`config.mk`:
```
export PLATFORM = sky130hd
export DESIGN_NAME = modbus_rtu_read_holding_master_top
export DESIGN_NICKNAME = d
export VERILOG_FILES = /design/src/hdl/mbrtu_pkg.sv /design/src/hdl/mbrtu_front.sv /design/src/hdl/mbrtu_queue.sv /design/src/hdl/mbrtu_back.sv /design/src/hdl/modbus_rtu_read_holding_master_top.sv
export VERILOG_INCLUDE_DIRS = /design/src /design/src/hdl
export SDC_FILE = /design/constraint.sdc
export NUM_CORES = 1
export LEC_CHECK = 0
export ABC_AREA = 1
export BUFFER_PORTS_ARGS = -buffer_cell sky130_fd_sc_hd__buf_4
export CAP_MARGIN = 20
export CORE_ASPECT_RATIO = 1.75
export CORE_MARGIN = 1.5
export CORE_UTILIZATION = 31
export CTS_CLUSTER_DIAMETER = 30
export DETAILED_ROUTE_END_ITERATION = 12
export PLACE_DENSITY = 0.55
export SYNTH_ARGS = -nofsm -noshare
export SYNTH_HDL_FRONTEND = slang
export SYNTH_SLANG_ARGS = --single-unit
```
`constraint.sdc`:
```
create_clock -name clock -period 7.6 [get_ports clock]
set_input_delay 1.52 -clock clock [delete_from_list [all_inputs] [get_ports clock]]
set_output_delay 1.52 -clock clock [all_outputs]
set_load 0.01 [all_outputs]
```
`src/hdl/assert_macros.svh`:
```
// Assertion macros for the top-level RTL file.
// Each macro takes a label, a clock, a disable condition, an antecedent,
// a consequent and a message string.
`ifndef ASSERT_MACROS_SVH
`define ASSERT_MACROS_SVH

`ifndef SYNTHESIS

// Same-cycle implication.
`define ASSERT_IMPLY(label, clk, rst, ante, cons, msg) \
   label: assert property (@(posedge clk) disable iff (rst) (ante) |-> (cons)) \
      else $error(msg);

// Next-cycle implication.
`define ASSERT_NEXT(label, clk, rst, ante, cons, msg) \
   label: assert property (@(posedge clk) disable iff (rst) (ante) |=> (cons)) \
      else $error(msg);

`else

`define ASSERT_IMPLY(label, clk, rst, ante, cons, msg)
`define ASSERT_NEXT(label, clk, rst, ante, cons, msg)

`endif

`endif

```
`src/hdl/mbrtu_pkg.sv`:
```
`default_nettype none

package mbrtu_pkg;

   localparam int MAX_FRAME_BYTES = 256;
   localparam int MIN_RESPONSE_BYTES = 4;
   localparam int REQUEST_BYTES = 8;
   localparam int QUEUE_DEPTH = 4;
   localparam int QUEUE_PTR_W = $clog2(QUEUE_DEPTH);

   localparam logic [15:0] CRC_INIT = 16'hFFFF;
   localparam logic [15:0] CRC_POLY = 16'hA001;
   localparam logic [7:0] FUNC_READ_HOLDING = 8'h03;
   localparam logic [16:0] ELAPSED_MAX = 17'h1FFFF;
   localparam logic [15:0] COUNTER_MAX = 16'hFFFF;

   localparam logic [7:0] SLAVE_ADDRESS_RESET = 8'd1;
   localparam logic [7:0] GAP_TICKS_RESET = 8'd5;
   localparam logic [15:0] TIMEOUT_TICKS_RESET = 16'd1000;

   typedef enum logic [1:0] {
      FUNC_START   = 2'd0,
      FUNC_RX_BYTE = 2'd1,
      FUNC_TICK    = 2'd2
   } func_type;

   typedef enum logic [1:0] {
      KIND_TX      = 2'd0,
      KIND_RX      = 2'd1,
      KIND_TIMEOUT = 2'd2
   } kind_type;

   typedef enum logic [1:0] {
      STATUS_OK        = 2'd0,
      STATUS_CRC_ERROR = 2'd1,
      STATUS_TIMEOUT   = 2'd2
   } status_type;

   typedef enum logic [1:0] {
      CSR_SLAVE_ADDRESS = 2'd0,
      CSR_GAP_TICKS     = 2'd1,
      CSR_TIMEOUT_TICKS = 2'd2
   } csr_index_type;

   // One queued command. For a start command, data_byte carries the slave
   // address and the register fields carry the request parameters.
   typedef struct packed {
      logic        is_start;
      kind_type    kind;
      logic [7:0]  data_byte;
      logic [7:0]  byte_index;
      logic        last;
      status_type  status;
      logic [15:0] register_address;
      logic [6:0]  register_count;
      logic [15:0] timeout_total;
      logic [15:0] crc_error_total;
   } entry_type;

   typedef struct packed {
      logic full;
      logic empty;
   } queue_status_type;

   // CRC-16 update by one byte, reflected form.
   function automatic logic [15:0] crc_byte(input logic [15:0] crc, input logic [7:0] b);
      logic [15:0] c;
      c = crc ^ {8'h00, b};
      for (int k = 0; k < 8; k++) begin
         c = c[0] ? ((c >> 1) ^ CRC_POLY) : (c >> 1);
      end
      return c;
   endfunction

endpackage

`default_nettype wire

```
`src/hdl/mbrtu_front.sv`:
```
`default_nettype none

module mbrtu_front (
   input  wire logic                         clock,
   input  wire logic                         reset,
   input  wire logic                         req_valid,
   output logic                              req_stall,
   input  wire logic [1:0]                   req_func,
   input  wire logic [15:0]                  req_register_address,
   input  wire logic [6:0]                   req_register_count,
   input  wire logic [8:0]                   req_response_length,
   input  wire logic [7:0]                   req_rx_byte,
   input  wire logic                         csr_write_enable,
   input  wire logic [1:0]                   csr_index,
   input  wire logic [15:0]                  csr_write_data,
   input  wire mbrtu_pkg::queue_status_type  q_status,
   output logic                              push,
   output mbrtu_pkg::entry_type              push_entry
);

   logic        receiving_ff, receiving_in;
   logic [15:0] running_crc_ff, running_crc_in;
   logic [8:0]  received_count_ff, received_count_in;
   logic [8:0]  expected_length_ff, expected_length_in;
   logic [16:0] elapsed_ticks_ff, elapsed_ticks_in;
   logic [15:0] timeout_counter_ff, timeout_counter_in;
   logic [15:0] crc_error_counter_ff, crc_error_counter_in;
   logic [7:0]  slave_address_ff, slave_address_in;
   logic [7:0]  gap_ticks_ff, gap_ticks_in;
   logic [15:0] timeout_ticks_ff, timeout_ticks_in;

   logic        accept;
   logic [15:0] crc_next;
   logic [8:0]  count_next;
   logic [16:0] elapsed_next;
   logic [16:0] limit;
   logic [8:0]  length_clamped;

   assign req_stall = q_status.full;
   assign accept = req_valid && !req_stall;

   assign crc_next = mbrtu_pkg::crc_byte(running_crc_ff, req_rx_byte);
   assign count_next = received_count_ff + 9'd1;
   assign elapsed_next = (elapsed_ticks_ff != mbrtu_pkg::ELAPSED_MAX) ?
                         elapsed_ticks_ff + 17'd1 : elapsed_ticks_ff;
   assign limit = {9'd0, gap_ticks_ff} + {1'b0, timeout_ticks_ff};

   always_comb begin
      if (req_response_length < 9'(mbrtu_pkg::MIN_RESPONSE_BYTES)) begin
         length_clamped = 9'(mbrtu_pkg::MIN_RESPONSE_BYTES);
      end else if (req_response_length > 9'(mbrtu_pkg::MAX_FRAME_BYTES)) begin
         length_clamped = 9'(mbrtu_pkg::MAX_FRAME_BYTES);
      end else begin
         length_clamped = req_response_length;
      end
   end

   always_comb begin
      slave_address_in = slave_address_ff;
      gap_ticks_in = gap_ticks_ff;
      timeout_ticks_in = timeout_ticks_ff;
      if (csr_write_enable) begin
         unique case (mbrtu_pkg::csr_index_type'(csr_index))
            mbrtu_pkg::CSR_SLAVE_ADDRESS: slave_address_in = csr_write_data[7:0];
            mbrtu_pkg::CSR_GAP_TICKS:     gap_ticks_in = csr_write_data[7:0];
            mbrtu_pkg::CSR_TIMEOUT_TICKS: timeout_ticks_in = csr_write_data;
            default: ;
         endcase
      end
   end

   always_comb begin
      receiving_in = receiving_ff;
      running_crc_in = running_crc_ff;
      received_count_in = received_count_ff;
      expected_length_in = expected_length_ff;
      elapsed_ticks_in = elapsed_ticks_ff;
      timeout_counter_in = timeout_counter_ff;
      crc_error_counter_in = crc_error_counter_ff;
      push = 1'b0;
      push_entry = '0;
      push_entry.register_address = req_register_address;
      push_entry.register_count = req_register_count;
      push_entry.byte_index = received_count_ff[7:0];
      if (accept) begin
         unique case (mbrtu_pkg::func_type'(req_func))
            mbrtu_pkg::FUNC_START: begin
               receiving_in = 1'b1;
               running_crc_in = mbrtu_pkg::CRC_INIT;
               received_count_in = 9'd0;
               expected_length_in = length_clamped;
               elapsed_ticks_in = 17'd0;
               push = 1'b1;
               push_entry.is_start = 1'b1;
               push_entry.kind = mbrtu_pkg::KIND_TX;
               push_entry.data_byte = slave_address_ff;
               push_entry.byte_index = 8'd0;
            end
            mbrtu_pkg::FUNC_RX_BYTE: begin
               if (receiving_ff) begin
                  running_crc_in = crc_next;
                  received_count_in = count_next;
                  push = 1'b1;
                  push_entry.kind = mbrtu_pkg::KIND_RX;
                  push_entry.data_byte = req_rx_byte;
                  if (count_next >= expected_length_ff) begin
                     receiving_in = 1'b0;
                     push_entry.last = 1'b1;
                     if (crc_next != 16'd0) begin
                        push_entry.status = mbrtu_pkg::STATUS_CRC_ERROR;
                        if (crc_error_counter_ff != mbrtu_pkg::COUNTER_MAX) begin
                           crc_error_counter_in = crc_error_counter_ff + 16'd1;
                        end
                     end
                  end
               end
            end
            mbrtu_pkg::FUNC_TICK: begin
               if (receiving_ff) begin
                  elapsed_ticks_in = elapsed_next;
                  if (elapsed_next >= limit) begin
                     receiving_in = 1'b0;
                     if (timeout_counter_ff != mbrtu_pkg::COUNTER_MAX) begin
                        timeout_counter_in = timeout_counter_ff + 16'd1;
                     end
                     push = 1'b1;
                     push_entry.kind = mbrtu_pkg::KIND_TIMEOUT;
                     push_entry.last = 1'b1;
                     push_entry.status = mbrtu_pkg::STATUS_TIMEOUT;
                  end
               end
            end
            default: ;
         endcase
      end
      push_entry.timeout_total = timeout_counter_in;
      push_entry.crc_error_total = crc_error_counter_in;
   end

   always_ff @(posedge clock) begin
      if (reset) begin
         receiving_ff <= 1'b0;
         running_crc_ff <= mbrtu_pkg::CRC_INIT;
         received_count_ff <= 9'd0;
         expected_length_ff <= 9'd0;
         elapsed_ticks_ff <= 17'd0;
         timeout_counter_ff <= 16'd0;
         crc_error_counter_ff <= 16'd0;
         slave_address_ff <= mbrtu_pkg::SLAVE_ADDRESS_RESET;
         gap_ticks_ff <= mbrtu_pkg::GAP_TICKS_RESET;
         timeout_ticks_ff <= mbrtu_pkg::TIMEOUT_TICKS_RESET;
      end else begin
         receiving_ff <= receiving_in;
         running_crc_ff <= running_crc_in;
         received_count_ff <= received_count_in;
         expected_length_ff <= expected_length_in;
         elapsed_ticks_ff <= elapsed_ticks_in;
         timeout_counter_ff <= timeout_counter_in;
         crc_error_counter_ff <= crc_error_counter_in;
         slave_address_ff <= slave_address_in;
         gap_ticks_ff <= gap_ticks_in;
         timeout_ticks_ff <= timeout_ticks_in;
      end
   end

endmodule

`default_nettype wire

```
`src/hdl/mbrtu_queue.sv`:
```
`default_nettype none

module mbrtu_queue (
   input  wire logic                  clock,
   input  wire logic                  reset,
   input  wire logic                  push,
   input  wire mbrtu_pkg::entry_type  push_entry,
   input  wire logic                  pop,
   output mbrtu_pkg::entry_type       head,
   output mbrtu_pkg::queue_status_type q_status
);

   localparam int PW = mbrtu_pkg::QUEUE_PTR_W;

   mbrtu_pkg::entry_type entries_ff [mbrtu_pkg::QUEUE_DEPTH];

   logic [PW-1:0] wr_ptr_ff, wr_ptr_in;
   logic [PW-1:0] rd_ptr_ff, rd_ptr_in;
   logic [PW:0]   count_ff, count_in;

   assign head = entries_ff[rd_ptr_ff];
   assign q_status.full = (count_ff == (PW+1)'(mbrtu_pkg::QUEUE_DEPTH));
   assign q_status.empty = (count_ff == '0);

   always_comb begin
      wr_ptr_in = push ? PW'(wr_ptr_ff + 1'b1) : wr_ptr_ff;
      rd_ptr_in = pop ? PW'(rd_ptr_ff + 1'b1) : rd_ptr_ff;
      count_in = count_ff;
      if (push && !pop) begin
         count_in = count_ff + 1'b1;
      end else if (pop && !push) begin
         count_in = count_ff - 1'b1;
      end
   end

   always_ff @(posedge clock) begin
      if (push) begin
         entries_ff[wr_ptr_ff] <= push_entry;
      end
   end

   always_ff @(posedge clock) begin
      if (reset) begin
         wr_ptr_ff <= '0;
         rd_ptr_ff <= '0;
         count_ff <= '0;
      end else begin
         wr_ptr_ff <= wr_ptr_in;
         rd_ptr_ff <= rd_ptr_in;
         count_ff <= count_in;
      end
   end

endmodule

`default_nettype wire

```
`src/hdl/mbrtu_back.sv`:
```
`default_nettype none

module mbrtu_back (
   input  wire logic                       clock,
   input  wire logic                       reset,
   input  wire mbrtu_pkg::entry_type       head,
   input  wire mbrtu_pkg::queue_status_type q_status,
   output logic                            pop,
   output logic                            rsp_valid,
   input  wire logic                       rsp_stall,
   output logic [1:0]                      rsp_kind,
   output logic [7:0]                      rsp_data_byte,
   output logic [7:0]                      rsp_byte_index,
   output logic                            rsp_last,
   output logic [1:0]                      rsp_status,
   output logic [15:0]                     rsp_timeout_total,
   output logic [15:0]                     rsp_crc_error_total
);

   // Request expansion registers.
   logic        tx_active_ff, tx_active_in;
   logic [2:0]  tx_pos_ff, tx_pos_in;
   logic [15:0] tx_crc_ff, tx_crc_in;
   logic [7:0]  tx_slave_ff, tx_slave_in;
   logic [15:0] tx_addr_ff, tx_addr_in;
   logic [6:0]  tx_cnt_ff, tx_cnt_in;
   logic [15:0] tx_tot_ff, tx_tot_in;
   logic [15:0] tx_crc_tot_ff, tx_crc_tot_in;

   // Output register.
   logic                  rsp_valid_ff, rsp_valid_in;
   mbrtu_pkg::entry_type  out_ff, out_in;

   logic       load;
   logic [7:0] tx_data;

   assign load = !rsp_valid_ff || !rsp_stall;

   always_comb begin
      case (tx_pos_ff)
         3'd0: tx_data = tx_slave_ff;
         3'd1: tx_data = mbrtu_pkg::FUNC_READ_HOLDING;
         3'd2: tx_data = tx_addr_ff[15:8];
         3'd3: tx_data = tx_addr_ff[7:0];
         3'd4: tx_data = 8'h00;
         3'd5: tx_data = {1'b0, tx_cnt_ff};
         3'd6: tx_data = tx_crc_ff[7:0];
         default: tx_data = tx_crc_ff[15:8];
      endcase
   end

   always_comb begin
      tx_active_in = tx_active_ff;
      tx_pos_in = tx_pos_ff;
      tx_crc_in = tx_crc_ff;
      tx_slave_in = tx_slave_ff;
      tx_addr_in = tx_addr_ff;
      tx_cnt_in = tx_cnt_ff;
      tx_tot_in = tx_tot_ff;
      tx_crc_tot_in = tx_crc_tot_ff;
      rsp_valid_in = rsp_valid_ff;
      out_in = out_ff;
      pop = 1'b0;
      if (load) begin
         rsp_valid_in = 1'b0;
         if (tx_active_ff) begin
            rsp_valid_in = 1'b1;
            out_in = '0;
            out_in.kind = mbrtu_pkg::KIND_TX;
            out_in.data_byte = tx_data;
            out_in.byte_index = {5'd0, tx_pos_ff};
            out_in.last = (tx_pos_ff == 3'(mbrtu_pkg::REQUEST_BYTES - 1));
            out_in.timeout_total = tx_tot_ff;
            out_in.crc_error_total = tx_crc_tot_ff;
            if (tx_pos_ff <= 3'd5) begin
               tx_crc_in = mbrtu_pkg::crc_byte(tx_crc_ff, tx_data);
            end
            tx_pos_in = tx_pos_ff + 3'd1;
            tx_active_in = !out_in.last;
         end else if (!q_status.empty) begin
            rsp_valid_in = 1'b1;
            pop = 1'b1;
            out_in = head;
            if (head.is_start) begin
               // Byte 0 goes out now; the rest follow from the expansion.
               tx_active_in = 1'b1;
               tx_pos_in = 3'd1;
               tx_crc_in = mbrtu_pkg::crc_byte(mbrtu_pkg::CRC_INIT, head.data_byte);
               tx_slave_in = head.data_byte;
               tx_addr_in = head.register_address;
               tx_cnt_in = head.register_count;
               tx_tot_in = head.timeout_total;
               tx_crc_tot_in = head.crc_error_total;
            end
         end
      end
   end

   always_ff @(posedge clock) begin
      tx_pos_ff <= tx_pos_in;
      tx_crc_ff <= tx_crc_in;
      tx_slave_ff <= tx_slave_in;
      tx_addr_ff <= tx_addr_in;
      tx_cnt_ff <= tx_cnt_in;
      tx_tot_ff <= tx_tot_in;
      tx_crc_tot_ff <= tx_crc_tot_in;
      out_ff <= out_in;
   end

   always_ff @(posedge clock) begin
      if (reset) begin
         tx_active_ff <= 1'b0;
         rsp_valid_ff <= 1'b0;
      end else begin
         tx_active_ff <= tx_active_in;
         rsp_valid_ff <= rsp_valid_in;
      end
   end

   assign rsp_valid = rsp_valid_ff;
   assign rsp_kind = out_ff.kind;
   assign rsp_data_byte = out_ff.data_byte;
   assign rsp_byte_index = out_ff.byte_index;
   assign rsp_last = out_ff.last;
   assign rsp_status = out_ff.status;
   assign rsp_timeout_total = out_ff.timeout_total;
   assign rsp_crc_error_total = out_ff.crc_error_total;

endmodule

`default_nettype wire

```
`src/hdl/modbus_rtu_read_holding_master_top.sv`:
```
// Channel  Dir  Handshake     Transfer contents
// req_     in   valid, stall  func, register address, count, response length, rx byte
// rsp_     out  valid, stall  kind, data byte, index, last, status, both error totals
// csr_     in   write enable  register index, 16-bit write data
//
// A received byte or a tick yields at most one transfer; a start yields eight
// request bytes, one per output cycle.
// A result goes through the command queue and the output register to rsp_valid.
// The four-entry command queue lets the front run ahead of the back; req_stall rises
// only while the queue is full, and a stalled output holds its transfer unchanged.
// Synchronous active-high reset restores control state, CSRs and both counters.
`default_nettype none

`include "assert_macros.svh"

module modbus_rtu_read_holding_master_top (
   input  wire logic        clock,
   input  wire logic        reset,
   // Input channel.
   input  wire logic        req_valid,
   output logic             req_stall,
   input  wire logic [1:0]  req_func,
   input  wire logic [15:0] req_register_address,
   input  wire logic [6:0]  req_register_count,
   input  wire logic [8:0]  req_response_length,
   input  wire logic [7:0]  req_rx_byte,
   // Result channel.
   output logic             rsp_valid,
   input  wire logic        rsp_stall,
   output logic [1:0]       rsp_kind,
   output logic [7:0]       rsp_data_byte,
   output logic [7:0]       rsp_byte_index,
   output logic             rsp_last,
   output logic [1:0]       rsp_status,
   output logic [15:0]      rsp_timeout_total,
   output logic [15:0]      rsp_crc_error_total,
   // Configuration port.
   input  wire logic        csr_write_enable,
   input  wire logic [1:0]  csr_index,
   input  wire logic [15:0] csr_write_data
);

   // The front owns the transaction state and the configuration registers.
   // Every accepted item that produces output pushes one command; the
   // counter values in a command are those after the item's own update.
   logic                        push;
   logic                        pop;
   mbrtu_pkg::entry_type        push_entry;
   mbrtu_pkg::entry_type        head;
   mbrtu_pkg::queue_status_type q_status;

   mbrtu_front u_front (
      .clock                (clock),
      .reset                (reset),
      .req_valid            (req_valid),
      .req_stall            (req_stall),
      .req_func             (req_func),
      .req_register_address (req_register_address),
      .req_register_count   (req_register_count),
      .req_response_length  (req_response_length),
      .req_rx_byte          (req_rx_byte),
      .csr_write_enable     (csr_write_enable),
      .csr_index            (csr_index),
      .csr_write_data       (csr_write_data),
      .q_status             (q_status),
      .push                 (push),
      .push_entry           (push_entry)
   );

   mbrtu_queue u_queue (
      .clock      (clock),
      .reset      (reset),
      .push       (push),
      .push_entry (push_entry),
      .pop        (pop),
      .head       (head),
      .q_status   (q_status)
   );

   // The back expands a start command into the eight request bytes,
   // running the request CRC one byte per cycle while the output is not stalled, and
   // passes every other command straight to the output register.
   mbrtu_back u_back (
      .clock               (clock),
      .reset               (reset),
      .head                (head),
      .q_status            (q_status),
      .pop                 (pop),
      .rsp_valid           (rsp_valid),
      .rsp_stall           (rsp_stall),
      .rsp_kind            (rsp_kind),
      .rsp_data_byte       (rsp_data_byte),
      .rsp_byte_index      (rsp_byte_index),
      .rsp_last            (rsp_last),
      .rsp_status          (rsp_status),
      .rsp_timeout_total   (rsp_timeout_total),
      .rsp_crc_error_total (rsp_crc_error_total)
   );

   // Once a request byte other than the final one is transferred, the next
   // request byte follows in the very next cycle.
   `ASSERT_NEXT(a_tx_back_to_back, clock, reset,
      rsp_valid && !rsp_stall && (rsp_kind == mbrtu_pkg::KIND_TX) && !rsp_last,
      rsp_valid && (rsp_kind == mbrtu_pkg::KIND_TX)
         && (rsp_byte_index == $past(rsp_byte_index) + 8'd1),
      "request bytes are not contiguous")

   // A timeout end always closes the transaction with timeout status.
   `ASSERT_IMPLY(a_timeout_end, clock, reset,
      rsp_valid && (rsp_kind == mbrtu_pkg::KIND_TIMEOUT),
      rsp_last && (rsp_status == mbrtu_pkg::STATUS_TIMEOUT),
      "timeout end without last or timeout status")

   // Saturating counters never go backward from one transfer to the next.
   `ASSERT_IMPLY(a_counters_monotonic, clock, reset,
      (rsp_valid && !rsp_stall) ##1 rsp_valid,
      (rsp_timeout_total >= $past(rsp_timeout_total))
         && (rsp_crc_error_total >= $past(rsp_crc_error_total)),
      "error counters decreased")

endmodule

`default_nettype wire

```
==> run_results.csv <==
group,metric,value,unit
status,outcome,"completed",
synth,syn-cell-area,24600,um2
synth,ys_ff_latch,565,
finish,nFillCells,7573,
finish,multiInputGateArea,7780,um2
finish,fin_nets,2645,
routing,dr.pass1.iters,6,
cts,hold_buffers,0,
cts,insertion_delay,0.65,ns
floorplanning,dieWidth,216,um
cts,post_cts_buffers,0,
placed_design,io_buffers,119,
finish,final_core_util,37.8,%
cts,cts.path.max_buffers,3,
placed_design,dp_cells,3470,
finish,area_growth,20.6,%
job,max_cap_viol_count,0,
finish,diodes,0,
floorplanning,start_util,31.3,%
grt,gr-total-overflow,0,
synth,syn_area_per_cell,10.3,um2
worst_setup_path,crit_chain,"ha_1 -> a21o_1 -> a31oi_1 -> o21ai_0 -> a21oi_1 -> o21bai_1 -> nand2_1 -> nand2_1 -> nand2_1 -> nor2_1 -> xor2_1 -> inv_1 -> ha_1 -> nand4_1 -> nor4_1 -> nand2_1 -> nand4_1 -> nand3_1 -> nand3_1 -> nand2_1 -> nor2_4 -> buf_4",
routing,post-route-drc-count,0,
synth,ys_types,58,
grt,first_global_vias,17600,
finish,regArea,15700,um2
placed_design,placed_cell_area,26600,um2
timing,clock.fmax,0.190,GHz
routing,ant_nets,0,
synth,syn_inst,2389,
power_and_ir_drop,ir_worst_vdd,0.000228,V
synth,seq_area_frac_synth,63.9,%
floorplanning,die_h,375,um
grt,gr-usage-all-layers,15.2,%
routing,drtIter0Drc,1117,
synth,async_reset_ff_share,0,%
placed_design,post-place-ws,2.30,ns
power_and_ir_drop,p_clk_share,36.3,%
routing,finalWirelength,61.2,mm
timing,fin_crit_sh,69.1,%
timing,fin_tns_setup,0,ns
worst_setup_path,critPathMaxStageDelay,0.70,ns
cts,clock-sinks,565,
timing,slew_headroom,34.6,%
timing,setup_slack,2.35,ns
worst_setup_path,cp-end-kind,"flip-flop",
worst_setup_path,start_kind,"flip-flop",
floorplanning,io-pin-count,120,
worst_setup_path,crit_top_cell,"nand2_1",
worst_setup_path,critPathMaxFanout,34,
power_and_ir_drop,powerDensity,377,nW/um2
worst_setup_path,path_class,"reg -> reg",
routing,routedWlPerCell,16.9,um
worst_setup_path,slowest_stage,"nor2_4",
timing,rsz0062_at_grt,"no",
power_and_ir_drop,netSwitchingPower,3.70,mW
timing,tightestPinTransition,0.981,ns
cts,clk_pin_slew,0.05,ns
floorplanning,design.die.area,81000,um2
timing,setup_viol,0,
grt,grt_pass1_wl,96.3,mm
cts,root_buffer,"clkbuf_16",
cts,numCtsBuffers,87,
power_and_ir_drop,p_sw_share,33.1,%
floorplanning,rows,136,
synth,syn_nets,2510,
cts,cts.repair.resized,0,
routing,routed_via_density,4.81,
timing,min_period,5.25,ns
placed_design,post-dp-hpwl,40.3,mm
cts,cts_tree,"built",
finish,final_cells,3631,
hold_path,hp-class,"reg -> reg",
synth,synth-edff-count,438,
timing,clock_skew,0.0292,ns
grt,grt_max_degree,94,
timing,hold_viol,0,
synth,synth_warnings,0,
worst_setup_path,crit_required,7.87,ns
routing,num_vias,17400,
timing,drv_slew,0,
floorplanning,coreArea,78400,um2
finish,stdcell_area,29600,um2
finish,drive_above_1_share,13.1,%
worst_setup_path,worstPathArrival,5.52,ns
grt,antenna_found_initial,4,
power_and_ir_drop,internal_power,7.47,mW
power_and_ir_drop,power_leakage,11.4,nW
power_and_ir_drop,pwr-share-seq,38.5,%
synth,synthFlopType,"edfxtp_1",
placed_design,gp_congestion,0.861,
power_and_ir_drop,combPwrFrac,25.2,%
cts,htree_levels,3,
==> sequential cells by signal (all words and copies together), names as in the netlist, 9 cells and up, named ones only <==
register,flops
u_front.crc_error_counter_ff,16
u_front.timeout_ticks_ff,16
u_front.running_crc_ff,16
u_queue.entries_ff,304
u_back.rsp_crc_error_total,16
u_front.expected_length_ff,9
u_back.rsp_timeout_total,16
u_back.tx_addr_ff,16
u_front.received_count_ff,9
u_front.timeout_counter_ff,16
u_back.tx_crc_tot_ff,16
u_front.elapsed_ticks_ff,17
u_back.tx_crc_ff,16
u_back.tx_tot_ff,16
==> cells in the mapped netlist (all sizes together) (30+ instances only) <==
| cell type | count | area share, % |
|---|---|---|
| nand2 | 501 | 7.8 |
| inv | 194 | 3.0 |
| xor2 | 40 | 1.5 |
| o22ai | 67 | 1.7 |
| nor2 | 298 | 4.7 |
| edfxtp | 438 | 54 |
| a21oi | 107 | 2.2 |
| nand3 | 126 | 2.7 |
| dfxtp | 127 | 10 |
| xnor2 | 30 | 1.2 |
| ha | 54 | 2.8 |
| o21ai | 211 | 4.3 |
| clkbuf | 68 | 1.0 |
==> worst max-delay path: cells and delay by family, from the launching register on <==
kind | cells | cell delay (ns)
adder cells (fa/ha/maj) | 2 | 0.63
buffers and inverters | 2 | 0.63
AO/OA/AOI/OAI | 5 | 0.84
XOR/XNOR | 1 | 0.16
flip-flops | 1 | 0.32
AND/OR/NAND/NOR | 12 | 2.24
==> cell type report <==
class                   instances  share of cell area [%]
flip-flops and latches        565                    53.0
repair buffers                142                    3.64
well taps                    1035                    4.37
clock inverters                56                    2.26
multi-input cells            1531                    26.3
inverters                     197                    2.51
clock buffers                 105                    7.92
==> path summary, 6_finish.rpt <==
| kind | to | start | slack, ns | depth (start not counted) |
|---|---|---|---|---|
| max | u_queue.entries_ff[2][76] | u_front.gap_ticks_ff[2] | 2.35 | 22 |
| min | flip-flop | u_queue.rd_ptr_ff[1] | 0.46 | 2 |
| max reg2reg | u_queue.entries_ff[2][76] | u_front.gap_ticks_ff[2] | 2.35 | 22 |
| min reg2reg | flip-flop | u_queue.rd_ptr_ff[1] | 0.46 | 2 |
==> power groups by stage <==
stage / Clock (mW) / Combinational, mW / Sequential, mW
2_1_floorplan: 0 / 1.81 / 4.29
3_3_place_gp: 0 / 2.79 / 4.36
3_5_place_dp: 0 / 2.85 / 4.37
4_1_cts: 4.15 / 2.86 / 4.31
5_1_grt: 4.28 / 3.19 / 4.34
6_report: 4.06 / 2.81 / 4.30
==> placed cells by master (no fill, tap or decap), types with 5 or more instances in the layout <==
master	count
o21ai_0	211
o22ai_1	67
ha_1	54
nand2_1	494
nand4_1	23
a21oi_1	106
nor2_2	5
bufinv_16	10
inv_1	184
buf_4	141
clkinv_1	7
xnor2_1	26
xor2_1	38
clkinv_4	8
nor2_4	7
nor4_1	6
inv_6	10
inv_2	8
clkbuf_16	88
clkbuf_1	9
nand3_1	122
clkbuf_8	8
clkinv_2	17
nor3_1	24
edfxtp_1	438
nor2_1	286
dfxtp_1	124
==> metrics by stage <==
step                      total power, mW  hold slack [ns]
after floorplan                      6.11            0.429
after detailed placement             7.22            0.449
after global placement               7.15            0.446
after global routing                 11.8            0.493
after CTS                            11.3            0.459
final                                11.2            0.455
==> logic make-up after synthesis <==
group,share of synthesized area [%]
xor gates and xnor gates,2.68
and+or+nand+nor,16.9
buffers and inverters,4.60
muxes,0.0407
DFF,63.9
AOI/OAI and AO/OA,8.96
adders and majority gates,2.91
==> layer usage <==
metal | routed length, um | vias up | global-route usage (%) | share of wire (%)
met2 | 30000 | 460 | 26.0 | 49
met1 | 25200 | 8375 | 17.8 | 41
li1 | - | 8468 | - | -
met3 | 3550 | 138 | 3.63 | 5.8
met5 | 48 | - | 0 | 0.078
met4 | 2400 | 8 | 7.48 | 3.9
Note: power is estimated with default switching activity, not from simulation.
